**src/hdl/qrr_sqrt_cell.sv**
```systemverilog
// ----------------------------------------------------------------------------
// qrr_sqrt_cell
// One digit-by-digit square root step: resolves one root bit per cell.
// ----------------------------------------------------------------------------
`default_nettype none

module qrr_sqrt_cell #(
	parameter int RW     = 33,
	parameter int NPW    = 66,
	parameter int SIDE_W = 8
) (
	input  wire logic              clk,
	input  wire logic              en,
	input  wire logic [RW+2:0]     rem_i,
	input  wire logic [RW-1:0]     root_i,
	input  wire logic [NPW-1:0]    n_i,
	input  wire logic [SIDE_W-1:0] side_i,
	output logic      [RW+2:0]     rem_o,
	output logic      [RW-1:0]     root_o,
	output logic      [NPW-1:0]    n_o,
	output logic      [SIDE_W-1:0] side_o
);
	logic [RW+2:0] rsh;
	logic [RW+2:0] trial;
	logic          ge;

	always_comb begin
		rsh   = {rem_i[RW:0], n_i[NPW-1 -: 2]};
		trial = {1'b0, root_i, 2'b01};
		ge    = (rsh >= trial);
	end

	always_ff @(posedge clk) begin
		if (en) begin
			rem_o  <= ge ? (rsh - trial) : rsh;
			root_o <= {root_i[RW-2:0], ge};
			n_o    <= {n_i[NPW-3:0], 2'b00};
			side_o <= side_i;
		end
	end

endmodule

`default_nettype wire

```
**config.mk**
```make
export PLATFORM = sky130hd
export DESIGN_NAME = qrr_sqrt_cell
export DESIGN_NICKNAME = d
export VERILOG_FILES = /design/src/hdl/qrr_sqrt_cell.sv
export SDC_FILE = /design/constraint.sdc
export NUM_CORES = 1
export LEC_CHECK = 0
export BUFFER_PORTS_ARGS = -buffer_cell sky130_fd_sc_hd__buf_2
export CAP_MARGIN = 10
export CORE_MARGIN = 2
export CORE_UTILIZATION = 48
export CTS_CLUSTER_DIAMETER = 100
export DETAILED_ROUTE_END_ITERATION = 7
export PLACE_DENSITY = 0.86
export RECOVER_POWER = 25
export SLEW_MARGIN = 5
export SYNTH_ARGS = -nofsm -noshare
export SYNTH_HDL_FRONTEND = slang
export SYNTH_SLANG_ARGS = --single-unit
```
**constraint.sdc**
```tcl
create_clock -name clk -period 3.5 [get_ports clk]
set_input_delay 0.175 -clock clk [delete_from_list [all_inputs] [get_ports clk]]
set_output_delay 0.175 -clock clk [all_outputs]
set_load 0.01 [all_outputs]
```
==> reports/summary.txt <==
syn avg cell area: 14.1 µm²
ys flop type: edfxtp_1
Antenna diodes: 0
setup TNS: 0 ps
clk buf depth: 2
kind of critical path: in -> reg
most frequent cells in the layout: 243 x buf_2, 141 x edfxtp_1, 104 x dlygate4sd3_1, 47 x inv_1, 38 x clkbuf_1
detailed placement HPWL: 13.5 mm
FF/Latch Area: 0.00423 mm²
Slew HR: -0.394
Mapped Cells: 485
Final Max Slew Viols: 83
routability cong.: 0.842
count of cell types in the netlist: 56
final WL: 21.2 mm
GRT Residual Overflow: 0
#FFs+latches synth: 141
detailed router's first-iteration violation count: 525
max cap viols: 1
area delta synth->final: 46.8%
met2 Track Usage GR: 0.507
Fill cells: 899
crit-path max cell delay: 520 ps
Req. time, crit path: 3670 ps
CTS root buf: clkbuf_16
Initial Util: 0.491
CP endpoint kind: flop
synth warn: 0
Hold WC Path Type: in -> reg
nets@finish: 1070
critical path startpoint: root_i[0]
met1 usage: 0.304
core area: 0.0139 mm²
vias in the first global route: 5832
grt met3 use: 0.0664
# DRC: 0
WHS: 68.3 ps
WL/cell: 19.6 µm
critical path fanouts, max: 35
Worst EP arrival: 3480 ps
largest net degree at the start of global routing: 84
outcome: finished with violations
clk slew on worst S/H paths: 60 ps
Post-CTS Setup Inserts: 0
Peak VDD IR: 0.312 mV
Synth Cell Area: 0.00682 mm²
final hold vios: 0
busiest grt layer: met2
Placed Area: 0.00847 mm²
count of final setup violators: 0
Num CTS Buffers: 17
first-pass GRT wire length: 31.4 mm
EDFF count, synth: 141
Worst Tran Pin Value: 2090 ps
die width: 123 µm
Leakage: 0.00443 µW
initial antenna violation count: 0
Power Density: 488 mW/mm²
final instance area: 0.0100 mm²
die area: 0.0152 mm²
total iterations of the first detailed-routing run: 5
fraction of the yosys area taken by sequential cells: 0.621
via count: 5764
total chip power: 4890 µW
multi-input logic area: 0.00234 mm²
min Tclk post-route: 3300 ps
Final Cycle Share: 0.944
total track usage: 0.278
Core Rows: 43
CTS tree: built
CP max-delay cell: dlygate4sd3_1
chip height: 123 µm
min-delay src: rem_i[30]
clk sinks: 141
share of cells above drive strength 1: 0.364
FMAX: 303 MHz
unrepaired setup endpoints after global routing: no
IO buf count: 283
worst setup path endpoint: rem_o[25]
failing checks: capacitance limit, slew limit
vias per inst: 5.33
worst-path cell chain: dlygate4sd3_1, clkbuf_1, inv_1, ha_1, nor2b_4, o311ai_2, a32oi_2, a31oi_4, o211ai_4, a41o_4, a21oi_4, inv_8, mux2_4
H-tree lvl count: 4
critical path startpoint category: input port
Final ANT Viol Nets: 0
post-synthesis async set-or-reset flop share: 0
IO Count: 288
most common cell after layout, fill and taps aside: buf_2
Core Util, Final: 0.721
## report_power, final
part | internal, µW | total (µW) | leakage, µW | switching, µW
Combinational | 516 | 1070 | 0.00279 | 552
Sequential | 2070 | 2120 | 0.00138 | 52.0
Clock | 972 | 1700 | 0.000263 | 728
Total | 3560 | 4890 | 0.00443 | 1330
## area by class of cell
cell class                      count  share of cell area
Clock buffer                       17              0.0425
Clock inverter                     14              0.0120
Inverter                           48              0.0188
Multi-Input combinational cell    288               0.234
Sequential cell                   141               0.423
Tap cell                          180              0.0225
Timing Repair Buffer              394               0.247
## state kept, by name, indices dropped and copies added, names as in the netlist
name / flops
side_o: 8
n_o: 64
rem_o: 36
root_o: 33
## stage by stage
step	setup WS (ps)	std cells
after floorplan	691	486
after global placement	229	947
after detailed placement	171	947
after CTS	37.5	1082
after global routing	19.4	1082
final	196	1082
## worst min-delay path by stage
stage                end  depth (start not counted)
3_5_place_dp     n_o[19]                          1
2_1_floorplan    n_o[10]                          0
5_1_grt        rem_o[29]                          2
4_1_cts        rem_o[16]                          2
6_report       rem_o[32]                          2
3_3_place_gp     n_o[20]                          1
## critical path, delay by kind of cell
family | cells | cell delay, ps
compound gates | 6 | 1570
fa+ha+maj | 1 | 320
buf+inv | 4 | 880
mux | 1 | 350
simple gates | 1 | 150
## synth_stat cells, drive strengths merged, types with 2 or more instances
cell,instances,area share
inv,48,0.027
and3,11,0.010
nand4,7,0.0064
and2,3,0.0028
nor3b,2,0.0022
a31o,2,0.0026
nor3,5,0.0037
edfxtp,141,0.62
a211oi,3,0.0033
nor2,12,0.0066
xor2,12,0.015
and4,2,0.0026
a31oi,2,0.0040
or2,3,0.0028
o21a,5,0.0055
ha,35,0.064
nand2,27,0.015
xnor2,19,0.024
o21ai,20,0.015
buf,5,0.0072
nand3,9,0.0066
mux2,31,0.066
a32oi,2,0.0037
o21bai,4,0.0044
a21o,9,0.0099
o211ai,5,0.0075
nor2b,5,0.0057
a21oi,34,0.027
clkbuf,4,0.0022
## per-layer routing
metal,routed length (µm),vias to the layer above
met2,11200,313
li1,-,2628
met5,0,-
met1,7650,2753
met3,1580,70
met4,823,0
## cell families after synthesis
| logic type | after synthesis | synth area share |
|---|---|---|
| compound gates | 100 | 0.105 |
| xor+xnor | 31 | 0.0398 |
| fa+ha+maj | 35 | 0.0642 |
| buf+inv | 57 | 0.0361 |
| flops | 141 | 0.621 |
| mux | 32 | 0.0670 |
| other cells | 1 | 0.000550 |
| simple gates | 88 | 0.0661 |
## what timing repair did
action | 4_1_cts | 5_1_grt
endpoints found under the hold margin | 104 | 0
hold buffers | 104 | 0
endpoints found under the setup margin | 0 | 32
gates resized for setup | 0 | 2
Power figures use the tool's default switching activity.
