File: config.mk
export PLATFORM = sky130hd
export DESIGN_NAME = qrr_div_cell
export DESIGN_NICKNAME = d
export VERILOG_FILES = /design/src/hdl/qrr_div_cell.sv
export SDC_FILE = /design/constraint.sdc
export NUM_CORES = 1
export LEC_CHECK = 0
export ABC_AREA = 1
export BUFFER_PORTS_ARGS = -buffer_cell sky130_fd_sc_hd__buf_2
export CORE_MARGIN = 4
export CORE_UTILIZATION = 55
export CTS_BUF_LIST = sky130_fd_sc_hd__clkbuf_4 sky130_fd_sc_hd__clkbuf_8
export DETAILED_ROUTE_END_ITERATION = 8
export GPL_ROUTABILITY_DRIVEN = 0
export PLACE_DENSITY = 0.9
export SYNTH_ARGS = -nofsm -noshare
export SYNTH_HDL_FRONTEND = slang
export SYNTH_SLANG_ARGS = --single-unit
File: constraint.sdc
create_clock -name clk -period 2.8 [get_ports clk]
set_clock_uncertainty 0.05 [all_clocks]
set_input_delay 0.28 -clock clk [delete_from_list [all_inputs] [get_ports clk]]
set_output_delay 0.28 -clock clk [all_outputs]
set_load 0.005 [all_outputs]
File: src/hdl/qrr_div_cell.sv
// ----------------------------------------------------------------------------
// qrr_div_cell
// One restoring division step: resolves one quotient bit per cell.
// ----------------------------------------------------------------------------
`default_nettype none

module qrr_div_cell #(
	parameter int QW     = 34,
	parameter int DVW    = 17,
	parameter int SIDE_W = 1
) (
	input  wire logic              clk,
	input  wire logic              en,
	input  wire logic [DVW-1:0]    rem_i,
	input  wire logic [QW-1:0]     num_i,
	input  wire logic [DVW-1:0]    dv_i,
	input  wire logic [SIDE_W-1:0] side_i,
	output logic      [DVW-1:0]    rem_o,
	output logic      [QW-1:0]     num_o,
	output logic      [DVW-1:0]    dv_o,
	output logic      [SIDE_W-1:0] side_o
);
	logic [DVW:0] r2;
	logic [DVW:0] diff;
	logic         ge;

	always_comb begin
		r2   = {rem_i, num_i[QW-1]};
		diff = r2 - {1'b0, dv_i};
		ge   = (r2 >= {1'b0, dv_i});
	end

	always_ff @(posedge clk) begin
		if (en) begin
			rem_o  <= ge ? diff[DVW-1:0] : r2[DVW-1:0];
			num_o  <= {num_i[QW-2:0], ge};
			dv_o   <= dv_i;
			side_o <= side_i;
		end
	end

endmodule

`default_nettype wire

==> results of run 1 <==
==> cells in the final DEF, fill, tap and decap left out <==
cell type   count
a21oi_2         2
nand3_2         4
o21ai_2         1
fa_1            1
xor2_1          7
clkinvlp_4      4
nor3_2          1
buf_2         139
nand2_2        17
nand3_1        29
a21oi_1         9
ha_1           17
buf_4           3
nor3_4          1
nor2_2          5
nand2_4        12
clkbuf_8        9
edfxtp_1       69
inv_2           4
inv_6           2
nand2_1       107
nand4_1         4
nor2_1          8
clkinv_1        1
inv_1          64
nor3_1          2
and2_1          1
clkbuf_4        1
==> stage by stage <==
step / setup slack, ps / util (%) / hold WS [ps] / cells
final: 816.7 / 72.36 / 51.76 / 601
after global routing: 675.6 / 72.36 / 23.20 / 601
after CTS: 809.4 / 72.36 / 35.56 / 601
after detailed placement: 442.8 / 69.57 / 408.4 / 585
after global placement: 471.0 / 69.57 / 406.7 / 585
after floorplan: 895.9 / - / 328.9 / 370
==> kinds of logic (layout without fill, tap and decap cells) <==
| kind of cell | Yosys count | after routing | synth area share [%] |
|---|---|---|---|
| buffers and inverters | 73 | 227 | 8.189 |
| and+or+nand+nor | 191 | 191 | 25.89 |
| xor gates and xnor gates | 7 | 7 | 1.658 |
| adders and majority gates | 18 | 18 | 6.294 |
| AOI/OAI and AO/OA | 12 | 12 | 1.929 |
| DFF | 69 | 69 | 56.04 |
==> state kept, by name (all words and copies together), names as in the netlist <==
| register | count |
|---|---|
| side_o | 1 |
| rem_o | 17 |
| dv_o | 17 |
| num_o | 34 |
==> worst max-delay path, stage by stage <==
cell and delay (ps):
buf_2 110, inv_1 50, ha_1 140, inv_1 70
fa_1 440, nand3_2 120, nand3_2 110, nand2_4 220
nand2_4 270, nand2_1 160, nand2_1 60
==> metal layers <==
metal  GRT usage [%]  wire length (um)  part of all wire (%)  vias up
met1           24.96              3367                    40     1371
met5               0                 0                     0        -
met4           7.526               161                   1.9        0
met2           37.09              4233                    50      129
li1                -                 -                     -     1495
met3           7.763               698                   8.2       18
==> area by class of cell <==
cell class                 count  area, um2  area share [%]
timing repair buffer         142      718.2           15.46
clock buffer                  10      131.4           2.827
multi-input combinational    228       1323           28.46
clock inverter                 6      47.55           1.023
tap                           77      96.34           2.073
inverter                      69      259.0           5.573
sequential                    69       2072           44.59
==> worst paths after layout <==
kind / start / to / slack [ps] / cells after the start
min: num_i[16] / num_o[17]$_DFFE_PP_ / 50 / 1
max: num_i[33] / rem_o[14]$_DFFE_PP_ / 820 / 11
==> power groups by stage <==
stage	Sequential (mW)	Clock, mW	Combinational [mW]
detailed placement	1.30	0	0.551
floorplan	1.32	0	0.310
global placement	1.30	0	0.535
CTS	1.28	0.755	0.554
global route	1.29	0.807	0.617
finish	1.28	0.732	0.549
==> summary.md, run 1 <==
| Metric | Value |
|---|---|
| Outcome | `complete, no violations` |
| Power per cell area | `around 550 nW/um2` |
| Primary FF master, synth | `edfxtp_1` |
| Ranking of synthesized cells by area | `edfxtp_1 56%, nand2_1 11%, inv_1 6.5%, ha_1 5.8%, nand3_1 3.9%` |
| Post-CTS Setup Inserts | `0` |
| First-pass GRT wire length | `roughly 14 mm` |
| Startpoint Class | `input port` |
| Synthesized area | `around 3700 um2` |
| CTS tree | `built` |
| Total track usage | `about 22%` |
| Worst setup EP type | `flip-flop` |
| Top post-synthesis cells by count | `107 x nand2_1, 69 x edfxtp_1, 64 x inv_1` |
| Width of the chip | `around 90 um` |
| Clock sinks | `between 60 and 70` |
| Post-DP HPWL | `between 6 and 7 mm` |
| DRT Pass-1 Iters | `4` |
| Sw frac | `between 20% and 30%` |
| Root buffer cell | `clkbuf_8` |
| # rows | `29` |
| CTS buffer count | `9` |
| Total I/O pin count | `140` |
| Slew margin rel. | `a little under 70%` |
| Cell variety after synth | `26` |
| Clock Path Buffers | `2` |
| CP Class | `in -> reg` |
| Via count | `between 3000 and 4000` |
| Yosys top cell by area | `edfxtp_1` |
| EDFF count, synth | `69` |
| Post-synthesis sequential area ratio | `a little under three fifths` |
| GRT overflow | `0` |
| Sw power | `between 0.7 and 0.8 mW` |
| Most common cell in the synthesized netlist | `nand2_1` |
| Ys async rst share | `0%` |
| Yosys reg bits | `69` |
| Placed cell areas | `between 4000 and 5000 um2` |
| Synth top area share | `between 50% and 60%` |
| Maximum clock rate | `~500 MHz` |
| IO Port Bufs | `around 140` |
| DR vias/cell | `~5` |
| Seq pwr share | `between 40% and 50%` |
| Final instance area | `around 4600 um2` |
| DIE AREA | `approximately 8100 um2` |
| Crit share post-route | `a little over two thirds` |
| Initial antenna violation count | `0` |
| Final setup viols | `0` |
| Minimum clock period | `around 2000 ps` |
| Die height | `about 90 um` |
| Reg clk slew, reported paths | `80 ps` |
| Vias in the first global route | `2883` |
| Final #Nets | `slightly above 600` |
| Worst-case vdd ir drop | `~0.29 mV` |
| RSZ-0062 raised after global routing | `no` |
| Syn Area/Cell | `roughly 10 um2` |
| H-Tree Depth | `3` |
| Drt total wl | `between 8 and 9 mm` |
| Pleak | `around 2.4 nW` |
| Worst slew pin tran | `~480 ps` |
| Gate Count Post-Synth | `370` |
| Critical-path maximum fanout | `18` |
| Endpoints failing hold | `0` |
| Initial Utilization | `between 50% and 60%` |
| Max-Cap Viols | `0` |
| Critical Path AT | `around 2000 ps` |
| HP Class | `in -> reg` |
| Pin count of the biggest net entering global routing | `37` |
| DRT iter0 DRCs | `just over 100` |
| Share of cells above drive strength 1 | `between 30% and 40%` |
| Final count of pins violating max slew | `0` |
| Data required time at the worst endpoint | `2860 ps` |
| Clock power share | `~29%` |
| Antenna viol nets, final | `0` |
| Layout area overhead | `25.69%` |
| Ant diodes | `0` |
| Hold buffer count at CTS | `0` |
| Synthesized Nets | `approximately 460` |
| Core area | `about 6400 um2` |
| Ys Warns | `0` |
| Resize count post-CTS | `0` |
| Filler cells | `about 500` |
| DR WL/cell | `14.08 um` |
| Total power draw | `2.558 mW` |
| Comb power frac | `roughly 22%` |
| Int Pwr | `~1.8 mW` |
| Setup TNS Final | `0 ps` |
| Post-route DRC | `0` |
No activity file was read; power rests on OpenSTA's default activity.
==> run 2: changes to the inputs <==
--- a/config.mk
+++ b/config.mk
@@ -8,11 +8,11 @@
 export ABC_AREA = 1
 export BUFFER_PORTS_ARGS = -buffer_cell sky130_fd_sc_hd__buf_2
 export CORE_MARGIN = 4
-export CORE_UTILIZATION = 55
+export CORE_UTILIZATION = 46
 export CTS_BUF_LIST = sky130_fd_sc_hd__clkbuf_4 sky130_fd_sc_hd__clkbuf_8
 export DETAILED_ROUTE_END_ITERATION = 8
 export GPL_ROUTABILITY_DRIVEN = 0
-export PLACE_DENSITY = 0.9
+export PLACE_DENSITY = 0.81
 export SYNTH_ARGS = -nofsm -noshare
 export SYNTH_HDL_FRONTEND = slang
 export SYNTH_SLANG_ARGS = --single-unit
==> constraint.sdc (replaced) <==
create_clock -name clk -period 1.7 [get_ports clk]
set_clock_uncertainty 0.05 [all_clocks]
set_input_delay 0.17 -clock clk [delete_from_list [all_inputs] [get_ports clk]]
set_output_delay 0.17 -clock clk [all_outputs]
set_load 0.005 [all_outputs]
==> run 2 against run 1 <==
Clock power up 100%; die area up 18%; hold slack gained 27 ps; largest cell class unchanged.
==> summary.md, run 2 (same netlist as run 1, synthesis figures left out) <==
| Metric | Value |
|---|---|
| Final #Nets | `a little under 700` |
| Initial Utilization | `a little under half` |
| DR WL met3 | `between 600 and 700 um` |
| Worst setup EP type | `flip-flop` |
| CP Class | `in -> reg` |
| Drt total wl | `10.51 mm` |
| Die height | `about 100 um` |
| Power per cell area | `834.9 nW/um2` |
| Minimum clock period | `~1600 ps` |
| Reg clk slew, reported paths | `roughly 80 ps` |
| RSZ-0062 raised after global routing | `no` |
| DRT met1 WL | `~4.2 mm` |
| Worst Setup SP | `dv_i[10]` |
| DIE AREA | `about 9500 um2` |
| Root buffer cell | `clkbuf_8` |
| Final setup viols | `0` |
| Pin count of the biggest net entering global routing | `70` |
| Final non-filler cell total | `~710` |
| Met2 WL | `approximately 5.4 mm` |
| Clock Path Buffers | `2` |
| Worst slew pin tran | `a little under 400 ps` |
| Leading cell type in the layout, fill and taps excluded | `buf_2` |
| Crit share post-route | `93.29%` |
| # rows | `32` |
| DR WL/cell | `roughly 15 um` |
| Endpoints failing hold | `0` |
| Dpl cells | `648` |
| Worst Hold Launch | `dv_i[2]` |
| Via count | `around 3300` |
| Top flop regs | `num_o (34), dv_o (17), rem_o (17)` |
| Max-Cap Viols | `0` |
| Data required time at the worst endpoint | `about 1800 ps` |
| DR vias/cell | `roughly 4.7` |
| Startpoint Class | `input port` |
| CTS buffer count | `9` |
| Critical Path AT | `1640 ps` |
| Final instance area | `between 5000 and 6000 um2` |
| Ant diodes | `0` |
| Maximum clock rate | `630.5 MHz` |
| Worst-case vdd ir drop | `~0.42 mV` |
| Slew margin rel. | `roughly three quarters` |
| Pleak | `~2.8 nW` |
| Clock sinks | `around 70` |
| Most flop-heavy register | `num_o` |
| Vias in the first global route | `between 3000 and 4000` |
| DRT Pass-1 Iters | `4` |
| Max reg flops | `34` |
| GRT overflow | `0` |
| First-pass GRT wire length | `approximately 17 mm` |
| IO Port Bufs | `139` |
| Placed cell areas | `between 5000 and 6000 um2` |
| Share of cells above drive strength 1 | `a little over two fifths` |
| Outcome | `complete, no violations` |
| Post-DP HPWL | `7.265 mm` |
| Setup TNS Final | `0 ps` |
| Core area | `a little under 8000 um2` |
| Initial antenna violation count | `0` |
| Width of the chip | `97.65 um` |
| DRT iter0 DRCs | `129` |
| Layout area overhead | `56.01%` |
| H-Tree Depth | `3` |
| Final count of pins violating max slew | `0` |
| Filler cells | `around 540` |
| Total track usage | `22.46%` |
| Worst hold slack | `between 70 and 80 ps` |
| Critical-path maximum fanout | `18` |
| Antenna viol nets, final | `0` |
| Total I/O pin count | `140` |
| Post-CTS Setup Inserts | `0` |
| Highest routed layer | `met4` |
| Post-route DRC | `0` |
| HP Class | `in -> reg` |
| Most frequent cells in the layout | `139 x buf_2, 103 x nand2_1, 69 x edfxtp_1` |
| CTS tree | `built` |
==> run 2: worst max-delay path, stage by stage <==
cell     delay [ps]
buf_2           100
inv_1            80
ha_4            200
nand2_1         120
nor2_2           70
nand2_2          90
nor2_4           40
nor3_4          270
nand2_4         280
nand2_1         150
nand2_1          60
==> run 2: layout make-up <==
type / count / area [um2] / area share, %
clock buffers: 10 / 131.4 / 2.278
clock inverters: 6 / 86.33 / 1.497
inverters: 69 / 271.5 / 4.707
multi-input cells: 228 / 1563 / 27.09
flip-flops and latches: 69 / 2072 / 35.92
well taps: 102 / 127.6 / 2.213
repair buffers: 230 / 1516 / 26.29
==> run 2: final timing paths <==
path | endpoint | slack [ps] | cells past startpoint
worst min-delay path | dv_o[2]$_DFFE_PP_ | 80 | 1
worst max-delay path | rem_o[0]$_DFFE_PP_ | 110 | 11
==> run 2: repair_timing <==
item,4_1_cts,5_1_grt
hold endpoints to repair,50,0
gates resized for setup,0,3
setup endpoints to repair,0,3
hold buffers,50,0
==> run 2: per-layer routing <==
| layer | up-vias | GRT usage (%) |
|---|---|---|
| met3 | 19 | 5.887 |
| met5 | - | 0 |
| met2 | 131 | 41.17 |
| met1 | 1515 | 25.58 |
| li1 | 1674 | - |
| met4 | 0 | 6.390 |
==> run 2: where the power goes <==
part | internal (mW) | switching [mW] | total [mW] | leakage (nW)
clock | 0.843 | 0.642 | 1.49 | 0.112
sequential | 2.07 | 0.0426 | 2.11 | 0.675
combinational | 0.592 | 0.629 | 1.22 | 2.06
total | 3.50 | 1.31 | 4.82 | 2.85
==> run 2: per-stage QoR <==
stage	setup WS (ps)	util, %	total power, mW
5_1_grt	10.15	74.26	5.074
3_3_place_gp	-199.6	64.88	3.223
6_report	114.1	74.26	4.816
4_1_cts	105.7	74.13	4.828
2_1_floorplan	-19.56	-	2.749
3_5_place_dp	-276.6	64.88	3.260
